<file path="src/hw/rtl/vclp_queue.sv">
module vclp_queue #(
   parameter int WIDTH = 8,
   parameter int DEPTH = 4
) (
   input  logic             clock,
   input  logic             reset,
   input  logic             wr_en,
   input  logic [WIDTH-1:0] wr_data,
   output logic             full,
   input  logic             rd_en,
   output logic             rd_valid,
   output logic [WIDTH-1:0] rd_data
);

   localparam int PW = (DEPTH > 1) ? $clog2(DEPTH) : 1;
   localparam int CW = $clog2(DEPTH + 1);
   localparam logic [PW-1:0] LAST_PTR = PW'(DEPTH - 1);

   logic [WIDTH-1:0] slot_ff [DEPTH];
   logic [PW-1:0]    wr_ptr_ff, wr_ptr_in;
   logic [PW-1:0]    rd_ptr_ff, rd_ptr_in;
   logic [CW-1:0]    count_ff, count_in;
   logic             do_wr, do_rd;

   assign full     = (count_ff == CW'(DEPTH));
   assign rd_valid = (count_ff != '0);
   assign rd_data  = slot_ff[rd_ptr_ff];
   assign do_wr    = wr_en && !full;
   assign do_rd    = rd_en && rd_valid;

   always_comb begin
      wr_ptr_in = wr_ptr_ff;
      rd_ptr_in = rd_ptr_ff;
      count_in  = count_ff;
      if (do_wr) begin
         wr_ptr_in = (wr_ptr_ff == LAST_PTR) ? '0 : wr_ptr_ff + 1'b1;
      end
      if (do_rd) begin
         rd_ptr_in = (rd_ptr_ff == LAST_PTR) ? '0 : rd_ptr_ff + 1'b1;
      end
      if (do_wr && !do_rd) begin
         count_in = count_ff + 1'b1;
      end else if (do_rd && !do_wr) begin
         count_in = count_ff - 1'b1;
      end
   end

   always_ff @(posedge clock) begin
      if (reset) begin
         wr_ptr_ff <= '0;
         rd_ptr_ff <= '0;
         count_ff  <= '0;
      end else begin
         wr_ptr_ff <= wr_ptr_in;
         rd_ptr_ff <= rd_ptr_in;
         count_ff  <= count_in;
      end
   end

   always_ff @(posedge clock) begin
      if (do_wr) begin
         slot_ff[wr_ptr_ff] <= wr_data;
      end
   end

endmodule

</file>
<file path="config.mk">
export PLATFORM = sky130hd
export DESIGN_NAME = vclp_queue
export DESIGN_NICKNAME = d
export VERILOG_FILES = /design/src/hw/rtl/vclp_queue.sv
export SDC_FILE = /design/constraint.sdc
export NUM_CORES = 1
export LEC_CHECK = 0
export BUFFER_PORTS_ARGS = -buffer_cell sky130_fd_sc_hd__clkbuf_2
export CAP_MARGIN = 20
export CORE_ASPECT_RATIO = 0.9
export CORE_MARGIN = 2
export CORE_UTILIZATION = 40
export CTS_BUF_LIST = sky130_fd_sc_hd__clkbuf_8
export CTS_CLUSTER_SIZE = 24
export DETAILED_ROUTE_END_ITERATION = 8
export GPL_TIMING_DRIVEN = 0
export HOLD_SLACK_MARGIN = 0.08
export SLEW_MARGIN = 20
export SYNTH_ARGS = -nofsm -noshare
export SYNTH_HDL_FRONTEND = slang
export SYNTH_SLANG_ARGS = --single-unit
</file>
<file path="constraint.sdc">
create_clock -name clock -period 2.7 [get_ports clock]
set_input_delay 0.54 -clock clock [delete_from_list [all_inputs] [get_ports clock]]
set_output_delay 0.54 -clock clock [all_outputs]
set_load 0.005 [all_outputs]
</file>
# ---- Word-level counts from Yosys, hierarchy flattened
# Memory sizes are Yosys's and may differ from the RTL's. A register that Yosys moved wholly into a read port is not among the register bits.
# Index checks and enable logic that the tools add are counted.
dict set report op_classes {
  eq_ne 3
  n_addsub 4
  mux 8
  reduce_logical 9
}
# cell n
set ops {}
lappend ops {{2-to-1 mux 2 bit} 4}
lappend ops {{2-to-1 mux 3 bit} 2}
lappend ops {{adder 2 x 1 -> 2 bit, second input constant} 2}
lappend ops {{equality test 2 bit, second input constant} 2}
lappend ops {{logical AND 1 bit} 4}
lappend ops {{adder 3 x 1 -> 3 bit, second input constant} 1}
lappend ops {{equality test 3 bit, second input constant} 1}
lappend ops {{logical NOT 1 bit} 3}
lappend ops {{nonzero test 3 bit} 1}
lappend ops {{subtractor 3 x 1 -> 3 bit, second input constant} 1}
lappend ops {{2-to-1 mux 1 bit} 2}
lappend ops {{nonzero test 2 bit} 1}
dict set report word_totals {
  wordCells 28
  register_bits 7
  mem_count 1
  input_bits 12
  out_inout_bits 10
  ram_bits 32
}
# memory words width read_ports rd_ports_with_merged_regs write_ports line
set memory_table {}
lappend memory_table {slot_ff 4 8 1 1 1 19} ;# logic [WIDTH-1:0] slot_ff [DEPTH];

# ---- Depth between registers and ports, before layout
# Gate-level depths: netlist of run 1.
dict set report logic_depth {
  ltp_word 7
  ltp_mapped 10
  mapped_depth_nobuf 9
}

# ---- Worst setup path before layout of run 1
# OpenSTA, ideal clock, no wires.
dict set report synth_path {
  kind {register -> register}
  from {register count_ff[0]}
  to {register count_ff[2]}
  arrival_time_ns 1.983
  required_ns 2.630
  path_slack_ns 0.646
  stages_incl_launch_ff 11
  path_buffers 1
  cell_sequence {dfxtp_1 -> or3b_1 -> buf_6 -> clkinv_8 -> nor2_4 -> ha_1 -> inv_1 -> fa_1 -> xor2_1 -> or3_1 -> a21oi_1}
}
dict set report synth_between {
  elab_chain_len 6
  word_cells_on_any_way 14
}
# item line
set synth_rtl {}
lappend synth_rtl {{from (decl)} 22} ;# logic [CW-1:0] count_ff, count_in;
lappend synth_rtl {{from (signal assigned)} 56} ;# count_ff <= count_in;
lappend synth_rtl {{equality test 3 bit (*)} 25} ;# assign full = (count_ff == CW'(DEPTH));
lappend synth_rtl {{named net full} 9} ;# output logic full,
lappend synth_rtl {{logical NOT 1 bit (*)} 28} ;# assign do_wr = wr_en && !full;
lappend synth_rtl {{logical AND 1 bit (*)} 28}
lappend synth_rtl {{named net do_wr} 23} ;# logic do_wr, do_rd;
lappend synth_rtl {{logical NOT 1 bit} 43} ;# end else if (do_rd && !do_wr) begin
lappend synth_rtl {{logical AND 1 bit} 43}
lappend synth_rtl {{nonzero test 2 bit (no source line)} -}
# The timed path passes the listed nets; every way through them passes the cells marked *. The select of a mux whose other input is x is not followed.
# A chain may end at the register's enable or synchronous reset.

# ---- Worst setup path after layout of run 1
dict set report layout_path {
  from {register count_ff[0]}
  to {register count_ff[2]}
}
dict set report layout_between {
  elab_chain_len 6
  word_cells_on_any_way 14
}
# item line
set layout_rtl {}
lappend layout_rtl {{equality test 3 bit (*)} 25}
lappend layout_rtl {{logical NOT 1 bit (*)} 28}
lappend layout_rtl {{logical AND 1 bit (*)} 28}
lappend layout_rtl {{named net do_wr} 23}
lappend layout_rtl {{logical NOT 1 bit} 43}
lappend layout_rtl {{logical AND 1 bit} 43}
lappend layout_rtl {{nonzero test 2 bit (no source line)} -}
# Marks and branches as above.

==> results of run 1 <==
per-layer routing:
layer | vias to the layer above | share of wire | global-route usage
met3 | 6 | 0.050 | 0.0399
met5 | - | 0 | 0
met2 | 23 | 0.53 | 0.210
li1 | 407 | - | -
met4 | 0 | 0.013 | 0.0566
met1 | 417 | 0.40 | 0.140
metrics by stage:
step                setup WS, ps  power [mW]  std cells
detailed placement           397        1.26        160
floorplan                    646        1.12         92
global route                 276        1.72        168
finish                       489        1.62        168
global placement             451        1.24        160
CTS                          457        1.65        168
Yosys cell counts, types with 2 or more instances:
library cell | n | area [um2]
edfxtp_1 | 32 | 961
dfxtp_1 | 9 | 180
mux4_2 | 8 | 180
ha_1 | 6 | 75.1
and3_1 | 4 | 25.0
inv_1 | 3 | 11.3
nor2_1 | 3 | 11.3
or3_1 | 3 | 18.8
a21oi_1 | 2 | 10.0
mux2i_1 | 2 | 20.0
nand3_1 | 2 | 10.0
o31ai_2 | 2 | 25.0
xor2_1 | 2 | 17.5
worst reg2reg max path: cells and delay by family (launching register included):
| family | cells | cell delay, ps |
|---|---|---|
| and+or+nand+nor | 3 | 570 |
| adders and majority gates | 2 | 550 |
| DFF | 1 | 430 |
| buffers and inverters | 3 | 260 |
| xor gates and xnor gates | 1 | 180 |
| AOI/OAI and AO/OA | 1 | 150 |
registers in the layout, indices dropped and copies added (netlist names), named ones only:
signal	cells
slot_ff	32
count_ff	3
rd_ptr_ff	2
wr_ptr_ff	2
power breakdown:
group / total, mW / internal [mW] / switching [mW]
sequential: 0.813 / 0.770 / 0.0434
clock: 0.386 / 0.179 / 0.208
combinational: 0.423 / 0.216 / 0.207
final cells by class:
type | instances | share of cell area
repair buffers | 20 | 0.0522
inverters | 5 | 0.0235
clock inverters | 3 | 0.00914
well taps | 48 | 0.0313
plain buffers | 4 | 0.0124
flip-flops and latches | 41 | 0.595
multi-input cells | 42 | 0.240
clock buffers | 5 | 0.0359
final timing paths:
check | from | to | slack (ps)
worst min register to register | rd_ptr_ff[0] | flip-flop | 520
worst min-delay path | wr_data[5] | slot_ff[3][5] | 460
worst max-delay path | count_ff[0] | count_ff[2] | 490
worst max register to register | count_ff[0] | count_ff[2] | 490
kinds of logic (layout without fill, tap and decap cells):
kind of cell	Yosys count	in the layout
XOR/XNOR	2	2
buffers and inverters	9	37
multiplexers	10	10
AO/OA/AOI/OAI	7	7
adder cells (fa/ha/maj)	7	7
AND/OR/NAND/NOR	16	16
flip-flops	41	41
==> impl_results.md, run 1 <==
- Crit path required time: 2920 ps
- Outcome: finished clean
- # Post-CTS Setup Buffers: 0
- Synth Instances: 92
- Placed Instance Area: 0.00183 mm2
- Clock Pin Slew Worst Setup and Hold Paths: 80 ps
- Initial Utilization: 0.413
- Largest net degree at the start of global routing: 14
- CP top delay family: simple AND/OR/NAND/NOR gates
- Drt via density: 5.08
- Clock Latency Late Sink: 290 ps
- Die Y: 65.3 um
- Main synth FF type: edfxtp_1
- Worst Hold Margin: 463 ps
- Post-synth EDFFs: 32
- Synth Area in Simple Gates: 0.0562
- Max-Cap Viols: 0
- Core Area: 0.00405 mm2
- Cells along the critical path: or3b_1, buf_6, clkinv_8, nor2_4, ha_1, inv_1, fa_1, xor2_1, or3_1, a21oi_1
- Skew final: 5.34 ps
- CTS buffer count: 5
- GRT Total Usage: 0.123
- Setup violators final: 0
- Routability Congestion: 0.676
- Commonest cells after routing, fill and taps aside: edfxtp_1 (32), clkbuf_2 (20), dfxtp_1 (9)
- # port buffers: 20
- WS Path Type: flip-flop to flip-flop
- Async SR Flop Fraction: 0
- ANT nets after route: 0
- PwrDens: 846 mW/mm2
- WL/cell: 15.6 um
- DIE AREA: 0.00471 mm2
- Mux cell area share after synthesis: 0.120
- Max Buffers Root-to-Sink: 2
- Least-Margin Pin Slew: 489 ps
- Share of cells above drive strength 1: 0.358
- Antenna diodes: 0
- Post-synthesis adder-cell area fraction: 0.0569
- Syn_nets: 111
- Highest-delay cell along the critical path: dfxtp_1
- Critical Path Stages: 10
- Yosys warnings: 0
- Leakage power: 0.720 nW
- Root buf cell: clkbuf_8
- HPWL Detailed: 1.88 mm
- Final slew viol count: 0
- Mapped Avg Cell Area: 18.2 um2
- Seq/Total Area, Yosys: 0.683
- Fill cells: 360
- Data arrival time of the critical path: 2430 ps
- Worst-path maximum fanout: 7
- Leading cell type in the layout, fill and taps excluded: edfxtp_1
- Chip Width: 72.1 um
- Starting DRC count in detailed routing: 58
- Htree depth: 2
- Reg area: 0.00114 mm2
- Final period util: 0.819
- Row cnt: 22
- DR vias: 853
- Setup crit end kind: flip-flop
- #FFs+latches synth: 41
- Final hold violation count: 0
- Min Tclk post-route: 2210 ps
- TritonCTS clock tree: built
- Crit path buffers/inverters: 3
- Setup tns final: 0 ps
- RSZ-0062 raised after global routing: false
- Hold buffer count at cts: 0
- Peak VDD IR: 0.306 mV
- Max Clk Rate: 452 MHz
- Drt drc: 0
- Num Clock Sinks: 41
- Distinct cells, synth: 27
- Vias in the first global route: 871
- DR pass1 iterations: 4
- Resized cells post-CTS: 0
- Startpoint types: flip-flop
- Hold depth: 1
- Synthesized area: 0.00167 mm2
- Initial antenna violation count: 0
- Multi-input combinational cell area: 460 um2
- Main combinational cell family by area after synthesis: multiplexers
- Relative slew slack: 0.674
- XOR/XNOR share of the synthesized area: 0.0105
- Post-route cell area: 0.00192 mm2
- Synthesis-to-layout area growth: 14.8%
- Wire length of the first global-routing pass: 4.07 mm
- R2R cell count: 10
- Total congestion overflow: 0
- Nets: 138
- Top Ports: 22
- Hold Path Class: primary input to flip-flop
- DRT Wirelength: 2.63 mm
- Final core utilization: 0.474
- Complex-gate fraction of the synthesized area: 0.0322
- Max incr delay on CP: 430 ps
Power figures use the tool's default switching activity.
==> inputs of run 2 (changes only) <==
Clock period 2.7 ns to 1.9 ns, I/O delays scaled along.
==> impl_results.md, run 2 (synthesized netlist as in run 1, its figures left out) <==
- CTS buffer count: 5
- Top Ports: 22
- Htree depth: 2
- Most flops, register: slot_ff
- Initial antenna violation count: 0
- Max Clk Rate: 500 MHz
- Starting DRC count in detailed routing: 22
- Clock Latency Late Sink: 290 ps
- GRT Total Usage: 0.133
- Final core utilization: 0.499
- Nets: 144
- Crit path required time: 2120 ps
- # port buffers: 20
- Final hold violation count: 0
- WS Path Type: flip-flop to flip-flop
- Biggest regs: slot_ff (32), count_ff (3)
- Max Buffers Root-to-Sink: 2
- Row cnt: 22
- Num Clock Sinks: 41
- Final slew viol count: 0
- Worst reg2reg setup slack: -100 ps
- Setup crit end kind: flip-flop
- Final period util: 1.05
- Worst-path maximum fanout: 5
- Max-Cap Viols: 0
- Relative slew slack: 0.667
- Clock Pin Slew Worst Setup and Hold Paths: 80 ps
- PwrDens: 1220 mW/mm2
- RR Endpoint: count_ff[2]
- Setup violators final: 1
- RSZ-0062 raised after global routing: true
- Least-Margin Pin Slew: 499 ps
- Total congestion overflow: 0
- HPWL Detailed: 1.92 mm
- Antenna diodes: 0
- DRT Wirelength: 2.86 mm
- Leading cell type in the layout, fill and taps excluded: edfxtp_1
- Largest net degree at the start of global routing: 14
- Routability Congestion: 0.646
- R2R cell count: 10
- Chip Width: 72.1 um
- Fin cells: 174
- WL/cell: 16.4 um
- Worst reg2reg startpoint: count_ff[2]
- Worst Hold Margin: 304 ps
- Hold depth: 1
- DIE AREA: 0.00471 mm2
- Worst Setup Slack, final: -98.8 ps
- TritonCTS clock tree: built
- Peak VDD IR: 0.558 mV
- DR pass1 iterations: 3
- Max FFs per register: 32
- Drt via density: 5.14
- Leakage power: 0.758 nW
- Total Power: 2.46 mW
- Drt drc: 0
- DR vias: 895
- Failing checks: negative setup slack
- Min Tclk post-route: 2000 ps
- DP Cell Count: 160
- Hold Path Class: primary input to flip-flop
- Share of cells above drive strength 1: 0.460
- Place WS: -200 ps
- Initial Utilization: 0.413
- Vias in the first global route: 922
- Core Area: 0.00405 mm2
- Die Y: 65.3 um
- Hold Crit Start: wr_data[5]
- ANT nets after route: 0
- Wire length of the first global-routing pass: 4.46 mm
- Root buf cell: clkbuf_8
- Hold buffer count at cts: 0
- Outcome: complete, but fails checks
- Data arrival time of the critical path: 2220 ps
- Hold Path End: slot_ff[0][5]
- Startpoint types: flip-flop
- Skew final: 7.11 ps
- Commonest cells after routing, fill and taps aside: edfxtp_1 (32), clkbuf_2 (19), mux4_2 (8)
- Synthesis-to-layout area growth: 21.0%
run 2: changes by cell type in the layout (fill, tap and decap cells not counted), moves of 3 or more:
cell / before / now
buf_4: 0 / 6
buf_6: 1 / 4
dfxtp_1: 9 / 6
dfxtp_4: 0 / 3
run 2: worst max-delay path by stage:
stage,startpoint,endpoint,depth (start not counted)
after global placement,wr_en,count_ff[2],9
after detailed placement,count_ff[1],count_ff[2],7
after floorplan,count_ff[2],count_ff[2],10
final,count_ff[2],count_ff[2],10
after global routing,count_ff[2],count_ff[2],10
after CTS,count_ff[2],count_ff[2],10
run 2: metrics by stage:
stage / cell area [um2] / TNS (ps)
after floorplan: 1680 / -28.5
after global placement: 1840 / -199
after detailed placement: 1840 / -261
after CTS: 1980 / -114
after global routing: 2020 / -243
final: 2020 / -98.8
run 2: layout make-up:
class | count | area, um2
Multi-Input combinational cell | 42 | 488
Buffer | 3 | 26.3
Inverter | 5 | 45.0
Clock inverter | 3 | 17.5
Clock buffer | 5 | 68.8
Timing Repair Buffer | 27 | 163
Sequential cell | 41 | 1150
Fill cell | 351 | 2030
Tap cell | 48 | 60.1
run 2: worst max-delay path: stages (launching register included):
cell and delay [ps]:
dfxtp_4 360, or3b_1 180, buf_6 120, clkinv_8 40, nor2_4 110, ha_4 150
inv_2 30, fa_2 320, xor2_1 170, or3_1 320, a21oi_2 120
run 2: where the power goes:
group	switching [mW]	internal, mW	leakage (nW)
sequential	0.0770	1.11	0.369
clock	0.301	0.253	0.0439
combinational	0.321	0.401	0.345
run 2: per-layer routing:
layer | vias up | track usage | wire, um
met5 | - | 0 | 0
met2 | 20 | 0.228 | 1490
met4 | 0 | 0.0566 | 38
li1 | 414 | - | -
met3 | 5 | 0.0506 | 141
met1 | 456 | 0.148 | 1190
run 2: what timing repair did:
item                                    CTS  global route
gates resized for setup                   5             6
endpoints found under the setup margin   10            10
pin swaps                                 2             1
buffers inserted                          5             2
==> inputs of run 3 (changes only) <==
Settings changed: CAP_MARGIN 20 to 10, CORE_ASPECT_RATIO 0.9 to 2, CORE_MARGIN 2 to not set.
==> impl_results.md, run 3 (synthesized netlist as in run 1, its figures left out) <==
- Highest-delay cell along the critical path: dfxtp_4
- Max incr delay on CP: 350 ps
- Core Area: 0.00392 mm2
- Setup crit end kind: flip-flop
- CTS buffer count: 5
- Final period util: 1.03
- Drt via density: 4.98
- Peak VDD IR: 0.813 mV
- Final core utilization: 0.516
- Failing checks: negative setup slack
- DRT Wirelength: 2.62 mm
- Antenna diodes: 0
- Max Buffers Root-to-Sink: 2
- Largest net degree at the start of global routing: 13
- Most flops, register: slot_ff
- Data arrival time of the critical path: 2160 ps
- Commonest cells after routing, fill and taps aside: edfxtp_1 (32), clkbuf_2 (20), buf_4 (11)
- Skew final: 4.17 ps
- HPWL Detailed: 1.86 mm
- GRT Total Usage: 0.135
- Max FFs per register: 32
- Clock Pin Slew Worst Setup and Hold Paths: 70 ps
- RSZ-0062 raised after global routing: true
- Biggest regs: slot_ff (32), count_ff (3)
- Top Ports: 22
- PwrDens: 1200 mW/mm2
- WL/cell: 14.5 um
- Clock Power Share: 0.212
- Reg power frac: 0.485
- Hold buffer count at cts: 0
- Internal: 1.77 mW
- Wire length of the first global-routing pass: 4.21 mm
- Clock Latency Late Sink: 280 ps
- Worst reg2reg setup slack: -50 ps
- Total congestion overflow: 0
- Row cnt: 32
- Comb power frac: 0.303
- Worst Setup Slack, final: -54.6 ps
- DIE AREA: 0.00445 mm2
- CP top delay family: adder cells
- Synthesis-to-layout area growth: 21.3%
- Min Tclk post-route: 1950 ps
- Die Y: 93.4 um
- # port buffers: 20
- Crit path required time: 2100 ps
- Root buf cell: clkbuf_8
- Initial antenna violation count: 0
- DR vias: 896
- Cells along the critical path: buf_4, o31ai_4, ha_4, inv_2, fa_2, xor2_1, or3_1, a21oi_1
- Hold Path Class: primary input to flip-flop
- Share of cells above drive strength 1: 0.457
- Vias in the first global route: 987
- Max-Cap Viols: 0
- Fill cells: 368
- Relative slew slack: 0.697
- Num Clock Sinks: 41
- WS Path Type: flip-flop to flip-flop
- Nets: 147
- Leading cell type in the layout, fill and taps excluded: edfxtp_1
- Outcome: complete, but fails checks
- Chip Width: 47.7 um
- Switching Share: 0.271
- TritonCTS clock tree: built
- Initial Utilization: 0.426
- Least-Margin Pin Slew: 455 ps
- Placed Instance Area: 0.00184 mm2
- Psw: 0.657 mW
- Crit path buffers/inverters: 2
- Startpoint types: flip-flop
- Max Clk Rate: 512 MHz
- Worst-path maximum fanout: 4
- Final slew viol count: 0
- Htree depth: 2
- Leakage power: 0.774 nW
- Post-route cell area: 0.00203 mm2
- Setup violators final: 2
- Drt drc: 0
- Starting DRC count in detailed routing: 15
- Final hold violation count: 0
- DR pass1 iterations: 4
- ANT nets after route: 0
- Routability Congestion: 0.642
-- run 3: final timing paths --
path,end,cells past startpoint,from
worst max-delay path,count_ff[2],8,count_ff[0]
worst min register to register,count_ff[2],2,count_ff[2]
worst min-delay path,slot_ff[2][7],1,wr_data[7]
worst max register to register,count_ff[2],8,count_ff[0]
-- run 3: per-layer routing --
metal | up-vias | track usage | part of all wire
met4 | 0 | 0.0625 | 0.015
met3 | 4 | 0.0290 | 0.030
met1 | 442 | 0.132 | 0.36
met5 | - | 0 | 0
met2 | 27 | 0.243 | 0.59
li1 | 423 | - | -
-- run 3: area by class of cell --
type | count | area [um2] | area share
Sequential cell | 41 | 1150 | 0.569
Tap cell | 51 | 63.8 | 0.0315
Multi-Input combinational cell | 42 | 484 | 0.239
Timing Repair Buffer | 30 | 175 | 0.0865
Clock buffer | 5 | 68.8 | 0.0340
Buffer | 3 | 22.5 | 0.0111
Inverter | 5 | 45.0 | 0.0222
Clock inverter | 3 | 13.8 | 0.00679
-- run 3: power groups by stage --
stage	logic (mW)	clock network, mW	registers (mW)
2_1_floorplan	0.437	0	1.17
3_3_place_gp	0.599	0	1.18
3_5_place_dp	0.621	0	1.19
4_1_cts	0.718	0.531	1.18
5_1_grt	0.819	0.554	1.19
6_report	0.734	0.515	1.17
-- run 3: worst reg2reg max path, delay by kind of cell (launching register included) --
| kind | cells | cell delay, ps |
|---|---|---|
| adders and majority gates | 2 | 500 |
| AOI/OAI and AO/OA | 2 | 390 |
| DFF | 1 | 350 |
| and+or+nand+nor | 1 | 310 |
| buffers and inverters | 2 | 170 |
| xor gates and xnor gates | 1 | 160 |
-- run 3: metrics by stage --
step	setup WS (ps)	instances	hold slack, ps	setup TNS [ps]	power [mW]
finish	-54.6	180	315	-62.0	2.42
global route	-159	180	310	-255	2.56
floorplan	-28.5	92	463	-28.5	1.61
CTS	-108	177	308	-108	2.43
detailed placement	-202	163	506	-279	1.81
global placement	-164	163	475	-210	1.78
-- run 3: timing repair --
action / 4_1_cts / 5_1_grt
setup endpoints to repair: 10 / 2
pin swaps: 6 / 4
setup buffers: 7 / 3
gates resized for setup: 7 / 0
