### config.mk
export PLATFORM = sky130hd
export DESIGN_NAME = vclp_front
export DESIGN_NICKNAME = d
export VERILOG_FILES = /design/src/hw/rtl/vclp_pkg.sv /design/src/hw/rtl/vclp_front.sv
export SDC_FILE = /design/constraint.sdc
export NUM_CORES = 1
export LEC_CHECK = 0
export BUFFER_PORTS_ARGS = -buffer_cell sky130_fd_sc_hd__buf_4
export CORE_MARGIN = 2
export CORE_UTILIZATION = 52
export CTS_CLUSTER_DIAMETER = 60
export DETAILED_ROUTE_END_ITERATION = 10
export PLACE_DENSITY = 0.76
export SLEW_MARGIN = 20
export SYNTH_ARGS = -nofsm -noshare
export SYNTH_HDL_FRONTEND = slang
export SYNTH_SLANG_ARGS = --single-unit
### constraint.sdc
create_clock -name clock -period 10.8 [get_ports clock]
set_input_delay 0.54 -clock clock [delete_from_list [all_inputs] [get_ports clock]]
set_output_delay 0.54 -clock clock [all_outputs]
set_load 0.02 [all_outputs]
### src/hw/rtl/vclp_pkg.sv
package vclp_pkg;

   // Q2.14 command values
   localparam int unsigned Q_FRAC_BITS = 14;

   // which stored value a token updates; also the bit index in the seen mask
   localparam logic [1:0] SEL_LX  = 2'd0;
   localparam logic [1:0] SEL_LY  = 2'd1;
   localparam logic [1:0] SEL_YAW = 2'd2;

   localparam int unsigned POW10 [10] = '{
      32'd1, 32'd10, 32'd100, 32'd1000, 32'd10000, 32'd100000, 32'd1000000,
      32'd10000000, 32'd100000000, 32'd1000000000
   };

   typedef struct packed {
      logic       is_line;
      logic [1:0] key_sel;
      logic       negative;
      logic [1:0] int_part;
   } vclp_token_type;

endpackage

### src/hw/rtl/vclp_front.sv
module vclp_front
   import vclp_pkg::*;
#(
   parameter int FRACTION_DIGITS = 5,
   parameter int FW = 17
) (
   input  logic           clock,
   input  logic           reset,
   input  logic           accept,
   input  logic [7:0]     rx_byte,
   output logic           rec_valid,
   output vclp_token_type rec,
   output logic [FW-1:0]  rec_frac
);

   localparam int CW = $clog2(FRACTION_DIGITS + 1);

   localparam logic [2:0] PH_LINE_START = 3'd0;
   localparam logic [2:0] PH_KEY        = 3'd1;
   localparam logic [2:0] PH_VAL_WS     = 3'd2;
   localparam logic [2:0] PH_VAL_INT    = 3'd3;
   localparam logic [2:0] PH_VAL_FRAC   = 3'd4;
   localparam logic [2:0] PH_VAL_DONE   = 3'd5;

   localparam logic [2:0] KM_EMPTY = 3'd0;
   localparam logic [2:0] KM_L     = 3'd1;
   localparam logic [2:0] KM_LX    = 3'd2;
   localparam logic [2:0] KM_LY    = 3'd3;
   localparam logic [2:0] KM_Y     = 3'd4;
   localparam logic [2:0] KM_YA    = 3'd5;
   localparam logic [2:0] KM_YAW   = 3'd6;
   localparam logic [2:0] KM_BAD   = 3'd7;

   localparam logic [7:0] CH_NL    = 8'h0A;
   localparam logic [7:0] CH_SEMI  = 8'h3B;
   localparam logic [7:0] CH_COLON = 8'h3A;
   localparam logic [7:0] CH_PLUS  = 8'h2B;
   localparam logic [7:0] CH_MINUS = 8'h2D;
   localparam logic [7:0] CH_DOT   = 8'h2E;
   localparam logic [7:0] CH_ZERO  = 8'h30;
   localparam logic [7:0] CH_NINE  = 8'h39;
   localparam logic [7:0] CH_L     = 8'h6C;
   localparam logic [7:0] CH_X     = 8'h78;
   localparam logic [7:0] CH_Y     = 8'h79;
   localparam logic [7:0] CH_A     = 8'h61;
   localparam logic [7:0] CH_W     = 8'h77;

   localparam logic [2:0] SEEN_ALL = 3'b111;

   function automatic logic [2:0] next_key(input logic [2:0] km, input logic [7:0] b);
      logic [2:0] nk;
      nk = KM_BAD;
      case (km)
         KM_EMPTY: begin
            if (b == CH_L) nk = KM_L;
            else if (b == CH_Y) nk = KM_Y;
         end
         KM_L: begin
            if (b == CH_X) nk = KM_LX;
            else if (b == CH_Y) nk = KM_LY;
         end
         KM_Y: begin
            if (b == CH_A) nk = KM_YA;
         end
         KM_YA: begin
            if (b == CH_W) nk = KM_YAW;
         end
         default: nk = KM_BAD;
      endcase
      return nk;
   endfunction

   logic [2:0]    phase_ff, phase_in, phase_eff;
   logic [2:0]    key_ff, key_in;
   logic          neg_ff, neg_in;
   logic [1:0]    int_ff, int_in;
   logic [FW-1:0] frac_ff, frac_in;
   logic [CW-1:0] count_ff, count_in;
   logic [2:0]    seen_ff, seen_in;

   logic          blank, digit, key_hit;
   logic [3:0]    digit_val;
   logic [3:0]    weight_idx;
   logic [1:0]    hit_sel;
   logic [1:0]    int_digit;
   logic [FW-1:0] frac_add;

   assign blank = (rx_byte == 8'h20) || (rx_byte == 8'h09) || (rx_byte == 8'h0D) ||
                  (rx_byte == 8'h0B) || (rx_byte == 8'h0C);
   assign digit     = (rx_byte >= CH_ZERO) && (rx_byte <= CH_NINE);
   assign digit_val = rx_byte[3:0];
   assign phase_eff = (phase_ff == PH_LINE_START) ? PH_KEY : phase_ff;

   // saturating integer part: any value above 3 pins at 3
   assign int_digit = ((int_ff != 2'd0) || (digit_val > 4'd3)) ? 2'd3 : digit_val[1:0];

   // fraction kept already scaled to FRACTION_DIGITS places
   assign weight_idx = 4'(FRACTION_DIGITS - 1 - int'(count_ff));
   assign frac_add   = FW'(32'(digit_val) * POW10[weight_idx]);

   always_comb begin
      key_hit = 1'b1;
      hit_sel = SEL_LX;
      case (key_ff)
         KM_LX:   hit_sel = SEL_LX;
         KM_LY:   hit_sel = SEL_LY;
         KM_YAW:  hit_sel = SEL_YAW;
         default: key_hit = 1'b0;
      endcase
   end

   always_comb begin
      phase_in  = phase_ff;
      key_in    = key_ff;
      neg_in    = neg_ff;
      int_in    = int_ff;
      frac_in   = frac_ff;
      count_in  = count_ff;
      seen_in   = seen_ff;
      rec_valid = 1'b0;
      rec       = '0;
      rec_frac  = frac_ff;
      rec.key_sel  = hit_sel;
      rec.negative = neg_ff;
      rec.int_part = int_ff;
      if (accept) begin
         if (rx_byte == CH_NL) begin
            if (seen_ff == SEEN_ALL) begin
               rec_valid   = 1'b1;
               rec.is_line = 1'b1;
            end
            phase_in = PH_LINE_START;
            key_in   = KM_EMPTY;
            neg_in   = 1'b0;
            int_in   = '0;
            frac_in  = '0;
            count_in = '0;
            seen_in  = '0;
         end else if (!(phase_ff == PH_LINE_START && blank)) begin
            phase_in = phase_eff;
            if (rx_byte == CH_SEMI) begin
               // close the token; only a keyed value goes on to the back end
               if (phase_eff != PH_KEY && key_hit) begin
                  rec_valid = 1'b1;
                  seen_in   = seen_ff | (3'b001 << hit_sel);
               end
               phase_in = PH_KEY;
               key_in   = KM_EMPTY;
               neg_in   = 1'b0;
               int_in   = '0;
               frac_in  = '0;
               count_in = '0;
            end else begin
               case (phase_eff)
                  PH_KEY: begin
                     if (rx_byte == CH_COLON) phase_in = PH_VAL_WS;
                     else key_in = next_key(key_ff, rx_byte);
                  end
                  PH_VAL_WS: begin
                     if (blank) begin
                        phase_in = PH_VAL_WS;
                     end else if (rx_byte == CH_PLUS) begin
                        phase_in = PH_VAL_INT;
                     end else if (rx_byte == CH_MINUS) begin
                        neg_in   = 1'b1;
                        phase_in = PH_VAL_INT;
                     end else if (digit) begin
                        int_in   = int_digit;
                        phase_in = PH_VAL_INT;
                     end else if (rx_byte == CH_DOT) begin
                        phase_in = PH_VAL_FRAC;
                     end else begin
                        phase_in = PH_VAL_DONE;
                     end
                  end
                  PH_VAL_INT: begin
                     if (digit) int_in = int_digit;
                     else if (rx_byte == CH_DOT) phase_in = PH_VAL_FRAC;
                     else phase_in = PH_VAL_DONE;
                  end
                  PH_VAL_FRAC: begin
                     if (digit) begin
                        if (count_ff < CW'(FRACTION_DIGITS)) begin
                           frac_in  = frac_ff + frac_add;
                           count_in = count_ff + 1'b1;
                        end
                     end else begin
                        phase_in = PH_VAL_DONE;
                     end
                  end
                  default: phase_in = phase_eff;
               endcase
            end
         end
      end
   end

   always_ff @(posedge clock) begin
      if (reset) begin
         phase_ff <= PH_LINE_START;
         key_ff   <= KM_EMPTY;
         neg_ff   <= 1'b0;
         int_ff   <= '0;
         frac_ff  <= '0;
         count_ff <= '0;
         seen_ff  <= '0;
      end else begin
         phase_ff <= phase_in;
         key_ff   <= key_in;
         neg_ff   <= neg_in;
         int_ff   <= int_in;
         frac_ff  <= frac_in;
         count_ff <= count_in;
         seen_ff  <= seen_in;
      end
   end

endmodule

# [Yosys cells after proc, flatten, opt, wreduce, memory -nomap -nowiden]
# Memories as Yosys holds them, arrays and structs flattened.
# Index checks and enable logic that the tools add are counted.
# W data, S select, Z words.
[totals] ff_bits=32 mem_bits_ro=512 input_bits=11 output_inout_bits=24 word_cells=151 n_memories=1
[classes] n_addsub=3 mul=1 magnitude_cmp=5 eq_ne=35 shift=1 n_mux=69 n_bitwise=2 reduce_logical=27
[memory_table] name="(name not given)" words=16 word_bits=32 read_ports=1 rd_ports_with_merged_regs=0 write_ports=0 line_no="vclp_front.sv:99" rtl="assign frac_add = FW'(32'(digit_val) * POW10[weight_idx]);"
[op_table] op="$mux W17" n=6
[op_table] op="$mux W3" n=29
[op_table] op="$mux W32" n=2
[op_table] op="$eq A8 B6 Y1 const B" n=6
[op_table] op="$eq A8 B4 Y1 const B" n=5
[op_table] op="$eq A8 B7 Y1 const B" n=5
[op_table] op="$mul A4 B32 Y17" n=1
[op_table] op="$pmux W3 S4" n=2
[op_table] op="$mux W2" n=10
[op_table] op="$mux W1" n=18
[op_table] op="$reduce_bool A3 Y1" n=6
[op_table] op="$add A17 B17 Y17" n=1
[op_table] op="$eq A3 B3 Y1 const B" n=5
[op_table] op="$eq A3 B2 Y1 const B" n=4
[op_table] op="$ne A4 B4 Y1 const B" n=3
[op_table] op="$reduce_and A6 Y1" n=2
[op_table] op="$ge A8 B6 Y1 const B" n=1
[op_table] op="$le A8 B6 Y1 const B" n=1
[op_table] op="$pmux W2 S2" n=2
[op_table] op="$reduce_and A4 Y1" n=2
[op_table] op="$eq A3 B1 Y1 const B" n=2
[op_table] op="$logic_not A3 Y1" n=2
[op_table] op="$ne A3 B1 Y1 const B" n=2
[op_table] op="$ne A3 B3 Y1 const B" n=2
[op_table] op="other kinds (16)" n=24

# [Logic depth before layout (Yosys ltp)]
# Gate-level depths: netlist of run 1.
[logic_depth] word_depth=13 mapped_depth=22 depth_no_buf=21

# [Least setup slack after synthesis of run 1]
# OpenSTA, ideal clock, no wires.
[synth_path] path_kind="reg-to-reg" from="register count_ff[0]" to="register frac_ff[15], in the netlist rec_frac[15]" setup_time_ns=0.062 arrival_ns=5.269 slack_ns=5.469 stages_incl_launch_ff=22 period_less_slack_ns=5.331 path_cell_list="dfxtp_1 buf_6 clkinv_1 ha_1 clkbuf_1 mux2i_1 or3_1 o21ai_0 and2_1 fa_1 fa_1 inv_1 fa_1 inv_1 ha_1 a21o_1 a21o_1 a21o_1 o31ai_1 nor2b_1 or4_1 nand3_1"
[synth_via] elab_chain_cells=13 word_cells_on_any_way=16 cone_classes="add/sub (2); mul (1); order compare (1); mux (8); bitwise (1); reduce/logical (2); memory (1)"
[synth_rtl] element="from (decl)" line_no="vclp_front.sv:78" rtl="logic [CW-1:0] count_ff, count_in;"
[synth_rtl] element="from (signal assigned)" line_no="vclp_front.sv:213" rtl="count_ff <= count_in;"
[synth_rtl] element="$sub A3 B3 Y4" line_no="vclp_front.sv:98" rtl="assign weight_idx = 4'(FRACTION_DIGITS - 1 - int'(count_ff));"
[synth_rtl] element="$not A4 Y5 (implied by the code)" line_no="vclp_front.sv:99"
[synth_rtl] element="$mem_v2 Z16 W32"
[synth_rtl] element="$mux W32 (implied by the code) (2 in a row)" line_no="vclp_front.sv:99"
[synth_rtl] element="$mul A4 B32 Y17" line_no="vclp_front.sv:99"
[synth_rtl] element="$add A17 B17 Y17" line_no="vclp_front.sv:184" rtl="frac_in = frac_ff + frac_add;"
[synth_rtl] element="$mux W17" line_no="vclp_front.sv:183" rtl="if (count_ff < CW'(FRACTION_DIGITS)) begin"
[synth_rtl] element="$mux W17" line_no="vclp_front.sv:182" rtl="if (digit) begin"
[synth_rtl] element="$mux W17" line_no="vclp_front.sv:154" rtl="case (phase_eff)"
[synth_rtl] element="$mux W17" line_no="vclp_front.sv:141" rtl="if (rx_byte == CH_SEMI) begin"
[synth_rtl] element="$mux W17" line_no="vclp_front.sv:139" rtl="end else if (!(phase_ff == PH_LINE_START && blank)) begin"
[synth_rtl] element="$mux W17" line_no="vclp_front.sv:127" rtl="if (rx_byte == CH_NL) begin"
[synth_rtl] element="to (signal assigned)" line_no="vclp_front.sv:212" rtl="frac_ff <= frac_in;"
[synth_rtl] element="to (decl)" line_no="vclp_front.sv:77" rtl="logic [FW-1:0] frac_ff, frac_in;"
# Several ways; a longest one is shown, not always the timed one. The select of a mux whose other input is x is not followed.
# A chain may end at the register's enable or synchronous reset.

# [Worst setup path in the final report of run 1]
# Ends and elaborated chain as after synthesis.

==> impl_metrics.toml, run 1 <==
[clocking]
cts_tree = "yes"
cts_buffer_depth = 2
cts_hold_buffers = 0
htree_levels = 2
cts_buffers = 5
clk_pin_slew_ns = 0.08
clk_latency_ns = 0.29
post-cts-setup-buffers = 0
numClockSinks = 32
ctsResizeCount = 0
cts-root-buf = "clkbuf_8"

[floorplan]
core_area_sq_um = 7730
die_w_um = 93.4
die-area_sq_um = 8720
start_util_pct = 53.8
die_y_um = 93.4
num_rows = 32
pin_count = 35

[placement]
io_buffers = 34
place_congestion = 0.915
hpwl_um = 7320
postPlaceCellArea_sq_um = 4420
post-place-cells = 637
place_ws_ns = 4.80

[global_routing]
antenna_found_initial = 0
grt_pass1_vias = 3426
grt_use_total_pct = 23.5
overflow = 0
grt_max_degree = 28
grt_pass1_wl_um = 16300

[sta]
timing.final.crit_share_pct = 56.5
clock_skew_ns = 0.00800
worst_slack_ns = 4.69
worst_pin_slew_ns = 0.919
hold_viol = 0
slew_violations = 0
tns_ns = 0
rsz0062_at_grt = "false"
slew_headroom_pct = 38.1
finalSetupViolations = 0
min_period_ns = 6.11
fmax_ghz = 0.164

[routing]
drc = 0
dr_total_vias = 3654
dr.pass1.iters = 5
totalWireLength_um = 9710
drt_iter0_drc = 309
wl_per_cell_um = 15.1
via_per_inst = 5.67
ant_nets = 0

[yosys]
yosys_most_used_dff = "dfxtp_1"
synth.largest_area_cell = "fa_1"
synth_top_area_share_pct = 19.8
netlist_instances = 527
yosysWarnings = 0
seq_area_frac_synth_pct = 15.4
synth_cell_type_count = 60
synth_edf_count = 0
synth_area_leaders = "fa_1 20%, dfxtp_1 15%, ha_1 8.1%, inv_1 7.7%, and2_1 4.5%"
syn-cell-area_sq_um = 4160
async_reset_ff_share_pct = 0
syn_avg_cell_area_sq_um = 7.88
ys_ff_latch = 32
synthesis.nets = 606

[layout]
area_growth_pct = 8.85
multi_input_area_sq_um = 3070
diodes = 0
instances_no_fill = 645
layout.nets = 621
fillers = 692
drive_gt1_share_pct = 9.58
final_area_sq_um = 4520
seq_area_sq_um = 641

[power_and_ir_drop]
power_uw = 319
leakagePower_uw = 0.00210
power_density_nw_per_um2 = 70.4
vdd_ir_drop_max_uv = 48.2

[setup_path]
r2r_end = "rec_frac[15]"
critPathKind = "flop to flop"
cp-start-kind = "flop"
crit_required_ns = 11.03
cp_slowest_cell = "dfxtp_1"
crit_path_end_kind = "flop"
rr_startpoint = "count_ff[0]"
cpPeakStageDelay_ns = 0.56
reg2reg_slack_ns = 4.69
crit_fanout = 16
crit_chain = "clkinv_1 > ha_1 > or2_2 > o21ai_0 > nand3_1 > fa_1 > fa_1 > fa_1 > inv_1 > ha_1 > nor2b_1 > o2111ai_1 > a21oi_1 > o31ai_1 > nor2b_1 > or4_1 > nand3_1"
worstRegToRegCells = 17
crit_top_cell = "fa_1"
cp.arrival_ns = 6.33

[job]
max_cap_violations = 0

[hold_path]
min_to = "seen_ff[0]"
min_path_cells = 2
min_from = "seen_ff[0]"
hold_path.class = "flop to flop"

[run_status]
status = "completed"
==> synthesized netlist by cell type (5+ instances only) <==
cell       n
inv_1     85
and3_1     9
a22o_1     5
nor2_1    40
o21ai_0   31
nand4_1    6
and2_1    30
a31oi_1    5
xnor2_1    9
nand2b_1   7
nand3_1    9
xor2_1     8
clkbuf_1  20
or2_2      5
a21oi_1   31
nor2b_1    7
nor3_1    15
dfxtp_1   32
a21o_1    11
fa_1      41
nand2_1   32
ha_1      27
==> layout by cell type (no fill, tap or decap), types with 2 or more instances in the layout <==
cell and instances:
a21oi_1 31, o2111ai_1 2, a21o_1 11, nand3b_1 2, a31oi_1 5, a211o_1 2
nand3_1 9, xnor2_1 9, nor3_1 15, o211ai_1 4, nor4bb_1 2, or4_1 3
a2bb2oi_1 2, a211oi_1 3, buf_4 34, a22o_1 5, ha_1 27, clkbuf_8 5
nor2b_1 7, dfxtp_1 32, xor2_1 8, nand2_1 32, nor2_1 40, or2_2 5
o31ai_1 2, nor4_1 4, a311oi_1 2, inv_1 85, and2_1 30, nand4_1 6
nand2b_1 7, o32a_1 2, mux2i_1 2, o21ai_0 31, or3_1 3, fa_1 41
and3_1 9
==> worst max-delay path, delay by kind of cell (launching register included) <==
family          cells  cell delay (ns)
fa+ha+maj           5             2.42
compound gates      4             1.17
flops               1             0.56
buf+inv             2             0.45
simple gates        6             1.44
==> per-layer routing <==
metal / vias to the layer above / share of wire, % / GRT usage (%)
met5: - / 0 / 0
met2: 118 / 47 / 37.2
met3: 19 / 4.9 / 2.98
li1: 1776 / - / -
met1: 1741 / 46 / 33.6
met4: 0 / 2.2 / 7.48
==> flip-flops by register name, indices dropped and copies added (netlist names) <==
register  flops
rec_frac     17
count_ff      3
key_ff        3
phase_ff      3
seen_ff       3
int_ff        2
neg_ff        1
==> cells by family (layout without fill, tap and decap cells) <==
family                   count (synthesis)  after routing  share of synthesized area [%]
flip-flops                              32             32                           15.4
buffers and inverters                  112            128                           10.7
XOR/XNOR                                18             18                           4.13
multiplexers                             2              2                          0.482
AO/OA/AOI/OAI                          113            113                           18.1
adder cells (fa/ha/maj)                 68             68                           27.9
AND/OR/NAND/NOR                        182            182                           23.3
==> power breakdown <==
group / internal, uW / switching (uW) / leakage, uW / total (uW)
sequential: 119 / 2.30 / 0.000259 / 121
combinational: 31.3 / 46.5 / 0.00179 / 77.8
clock: 68.5 / 50.7 / 0.0000552 / 119
total: 219 / 99.5 / 0.00210 / 319
==> worst max path at each step <==
| stage | endpoint | from | slack, ns | cells after the start |
|---|---|---|---|---|
| finish | rec_frac[15] | count_ff[0] | 4.69 | 17 |
| global route | rec_frac[15] | count_ff[0] | 4.37 | 18 |
| global placement | rec_frac[15] | count_ff[0] | 5.02 | 17 |
| floorplan | rec_frac[15] | count_ff[0] | 5.47 | 21 |
| detailed placement | rec_frac[15] | count_ff[0] | 4.80 | 17 |
| CTS | rec_frac[15] | count_ff[0] | 4.77 | 17 |
==> per-stage QoR <==
step           util (%)  hold slack, ns
2_1_floorplan         -           0.429
3_3_place_gp       57.1           0.442
3_5_place_dp       57.1           0.455
4_1_cts            58.5           0.473
5_1_grt            58.5           0.506
6_report           58.5           0.466
==> final cells by class <==
cell class / instances / share of cell area [%]
well taps: 102 / 2.82
multi-input cells: 383 / 67.9
repair buffers: 34 / 5.64
inverters: 86 / 7.14
clock inverters: 2 / 0.775
flip-flops and latches: 32 / 14.2
clock buffers: 6 / 1.60
Power figures use the tool's default switching activity.
==> run 2, diff against run 1 <==
--- a/config.mk
+++ b/config.mk
@@ -10,7 +10,7 @@
 export CORE_UTILIZATION = 52
 export CTS_CLUSTER_DIAMETER = 60
 export DETAILED_ROUTE_END_ITERATION = 10
-export PLACE_DENSITY = 0.76
+export PLACE_DENSITY = 0.79
 export SLEW_MARGIN = 20
 export SYNTH_ARGS = -nofsm -noshare
 export SYNTH_HDL_FRONTEND = slang
==> constraint.sdc (replaced) <==
create_clock -name clock -period 5.4 [get_ports clock]
set_input_delay 0.27 -clock clock [delete_from_list [all_inputs] [get_ports clock]]
set_output_delay 0.27 -clock clock [all_outputs]
set_load 0.02 [all_outputs]
==> impl_metrics.toml, run 2 (same netlist as run 1, synthesis figures left out) <==
[setup_path]
crit_chain = "clkinvlp_4 > ha_1 > nor2b_1 > a21oi_1 > a21oi_1 > and2_1 > fa_1 > fa_1 > inv_1 > fa_1 > inv_1 > ha_1 > a21o_1 > a21o_1 > a21o_1 > o31ai_2 > nor2b_1 > or4_1 > nand3_1"
critPathBufInv = 3
cpPeakStageDelay_ns = 0.55
cp.depth = 19
r2r_end = "rec_frac[15]"
rr_startpoint = "count_ff[0]"
reg2reg_slack_ns = 0.26
crit_required_ns = 5.63
cp-start-kind = "flop"
cp.arrival_ns = 5.38
crit_path_end_kind = "flop"
cp_slowest_cell = "fa_1"
worstRegToRegCells = 19
critPathKind = "flop to flop"
crit_fanout = 5
cp_top_family = "adder cells"

[power_and_ir_drop]
switchingPower_uw = 204
power_density_nw_per_um2 = 139
clkPwrFrac_pct = 37.5
seqPwrFrac_pct = 37.8
vdd_ir_drop_max_uv = 89.1
p_comb_share_pct = 24.7
p_int_uw = 439
p_sw_share_pct = 31.7
leakagePower_uw = 0.00216

[global_routing]
grt_pass1_wl_um = 16800
grt_use_total_pct = 24.1
antenna_found_initial = 0
overflow = 0
grt_pass1_vias = 3611
grt_max_degree = 28

[routing]
drc = 0
drt_iter0_drc = 303
dr_total_vias = 3819
via_per_inst = 5.81
totalWireLength_um = 10100
ant_nets = 0
dr.pass1.iters = 5
wl_per_cell_um = 15.4

[job]
max_cap_violations = 0

[layout]
drive_gt1_share_pct = 12.1
final_cell_mix = "85 x inv_1, 46 x buf_4, 41 x fa_1, 40 x nor2_1"
multi_input_area_sq_um = 3090
area_growth_pct = 11.5
layout.nets = 633
final_util_pct = 60.0
instances_no_fill = 657
diodes = 0
largest_register_ff_count = 17
fillers = 705
seq_area_sq_um = 641
final_common_cell = "inv_1"

[hold_path]
min_to = "count_ff[2]"
min_from = "reset"
min_path_cells = 2
hold_path.class = "primary input to flop"

[floorplan]
core_area_sq_um = 7730
num_rows = 32
die_y_um = 93.4
pin_count = 35
start_util_pct = 53.8
die-area_sq_um = 8720
die_w_um = 93.4

[clocking]
clk_latency_ns = 0.29
cts_hold_buffers = 0
htree_levels = 2
cts_buffer_depth = 2
numClockSinks = 32
clk_pin_slew_ns = 0.08
cts_tree = "yes"
cts-root-buf = "clkbuf_8"
cts_buffers = 5

[placement]
io_buffers = 34
hpwl_um = 7520
post-place-cells = 648
place_congestion = 0.983

[sta]
slew_violations = 0
finalSetupViolations = 0
rsz0062_at_grt = "false"
hold_viol = 0
timing.final.crit_share_pct = 95.2
tns_ns = 0
whs_ns = 0.283
min_period_ns = 5.14
worst_pin_slew_ns = 0.768
slew_headroom_pct = 48.6
fmax_ghz = 0.194
clock_skew_ns = 0.00694

[run_status]
status = "completed"
## run 2: changes by cell type in the layout (fill, tap and decap cells not counted)
| cell | previous run | this run |
|---|---|---|
| buf_4 | 34 | 46 |
| o31ai_1 | 2 | 1 |
| o21ai_1 | 0 | 2 |
| ha_1 | 27 | 26 |
| ha_4 | 0 | 1 |
| o31ai_2 | 0 | 1 |
| clkinv_1 | 1 | 0 |
| clkinvlp_4 | 0 | 1 |
| o21ai_0 | 31 | 29 |
## run 2: metal layers
| layer | global-route usage [%] | share of wire [%] |
|---|---|---|
| met1 | 34.5 | 45 |
| met4 | 6.62 | 1.6 |
| met5 | 0 | 0 |
| met2 | 38.6 | 47 |
| met3 | 2.98 | 6.1 |
## run 2: repair_timing
action                                  CTS  global route
endpoints found under the setup margin    0             5
gates resized for setup                   0             6
endpoints found under the hold margin     0             0
setup buffers                             0             1
## run 2: final cells by class
class | count | area share (%)
clock buffers | 6 | 1.57
clock inverters | 2 | 0.756
inverters | 86 | 7.05
multi-input cells | 383 | 66.6
flip-flops and latches | 32 | 13.8
well taps | 102 | 2.75
repair buffers | 46 | 7.45
## run 2: per-stage QoR
stage	power (uW)	worst slack (ns)	area (sq um)
2_1_floorplan	367	0.0686	4160
3_3_place_gp	398	0.268	4500
3_5_place_dp	404	0.138	4500
4_1_cts	643	0.0795	4610
5_1_grt	679	0.00430	4630
6_report	643	0.257	4630
## run 2: worst max-delay path by stage
stage | from | endpoint | slack, ns
2_1_floorplan | count_ff[0] | rec_frac[15] | 0.07
4_1_cts | count_ff[0] | rec_frac[15] | 0.08
5_1_grt | count_ff[0] | rec_frac[15] | 0.004
3_5_place_dp | count_ff[0] | rec_frac[15] | 0.14
6_report | count_ff[0] | rec_frac[15] | 0.26
3_3_place_gp | count_ff[0] | rec_frac[15] | 0.27
## run 2: worst reg2reg max path: cells and delay by family, from the launching register on
family | cells | cell delay [ns]
buffers and inverters | 3 | 0.24
adder cells (fa/ha/maj) | 5 | 2.23
AO/OA/AOI/OAI | 6 | 1.14
flip-flops | 1 | 0.37
AND/OR/NAND/NOR | 5 | 1.10
## run 2: power by group through the flow
| stage | clock network (uW) | registers (uW) | logic [uW] |
|---|---|---|---|
| floorplan | 0 | 245 | 122 |
| global route | 255 | 243 | 181 |
| finish | 241 | 243 | 159 |
| CTS | 244 | 243 | 157 |
| detailed placement | 0 | 248 | 156 |
| global placement | 0 | 248 | 150 |
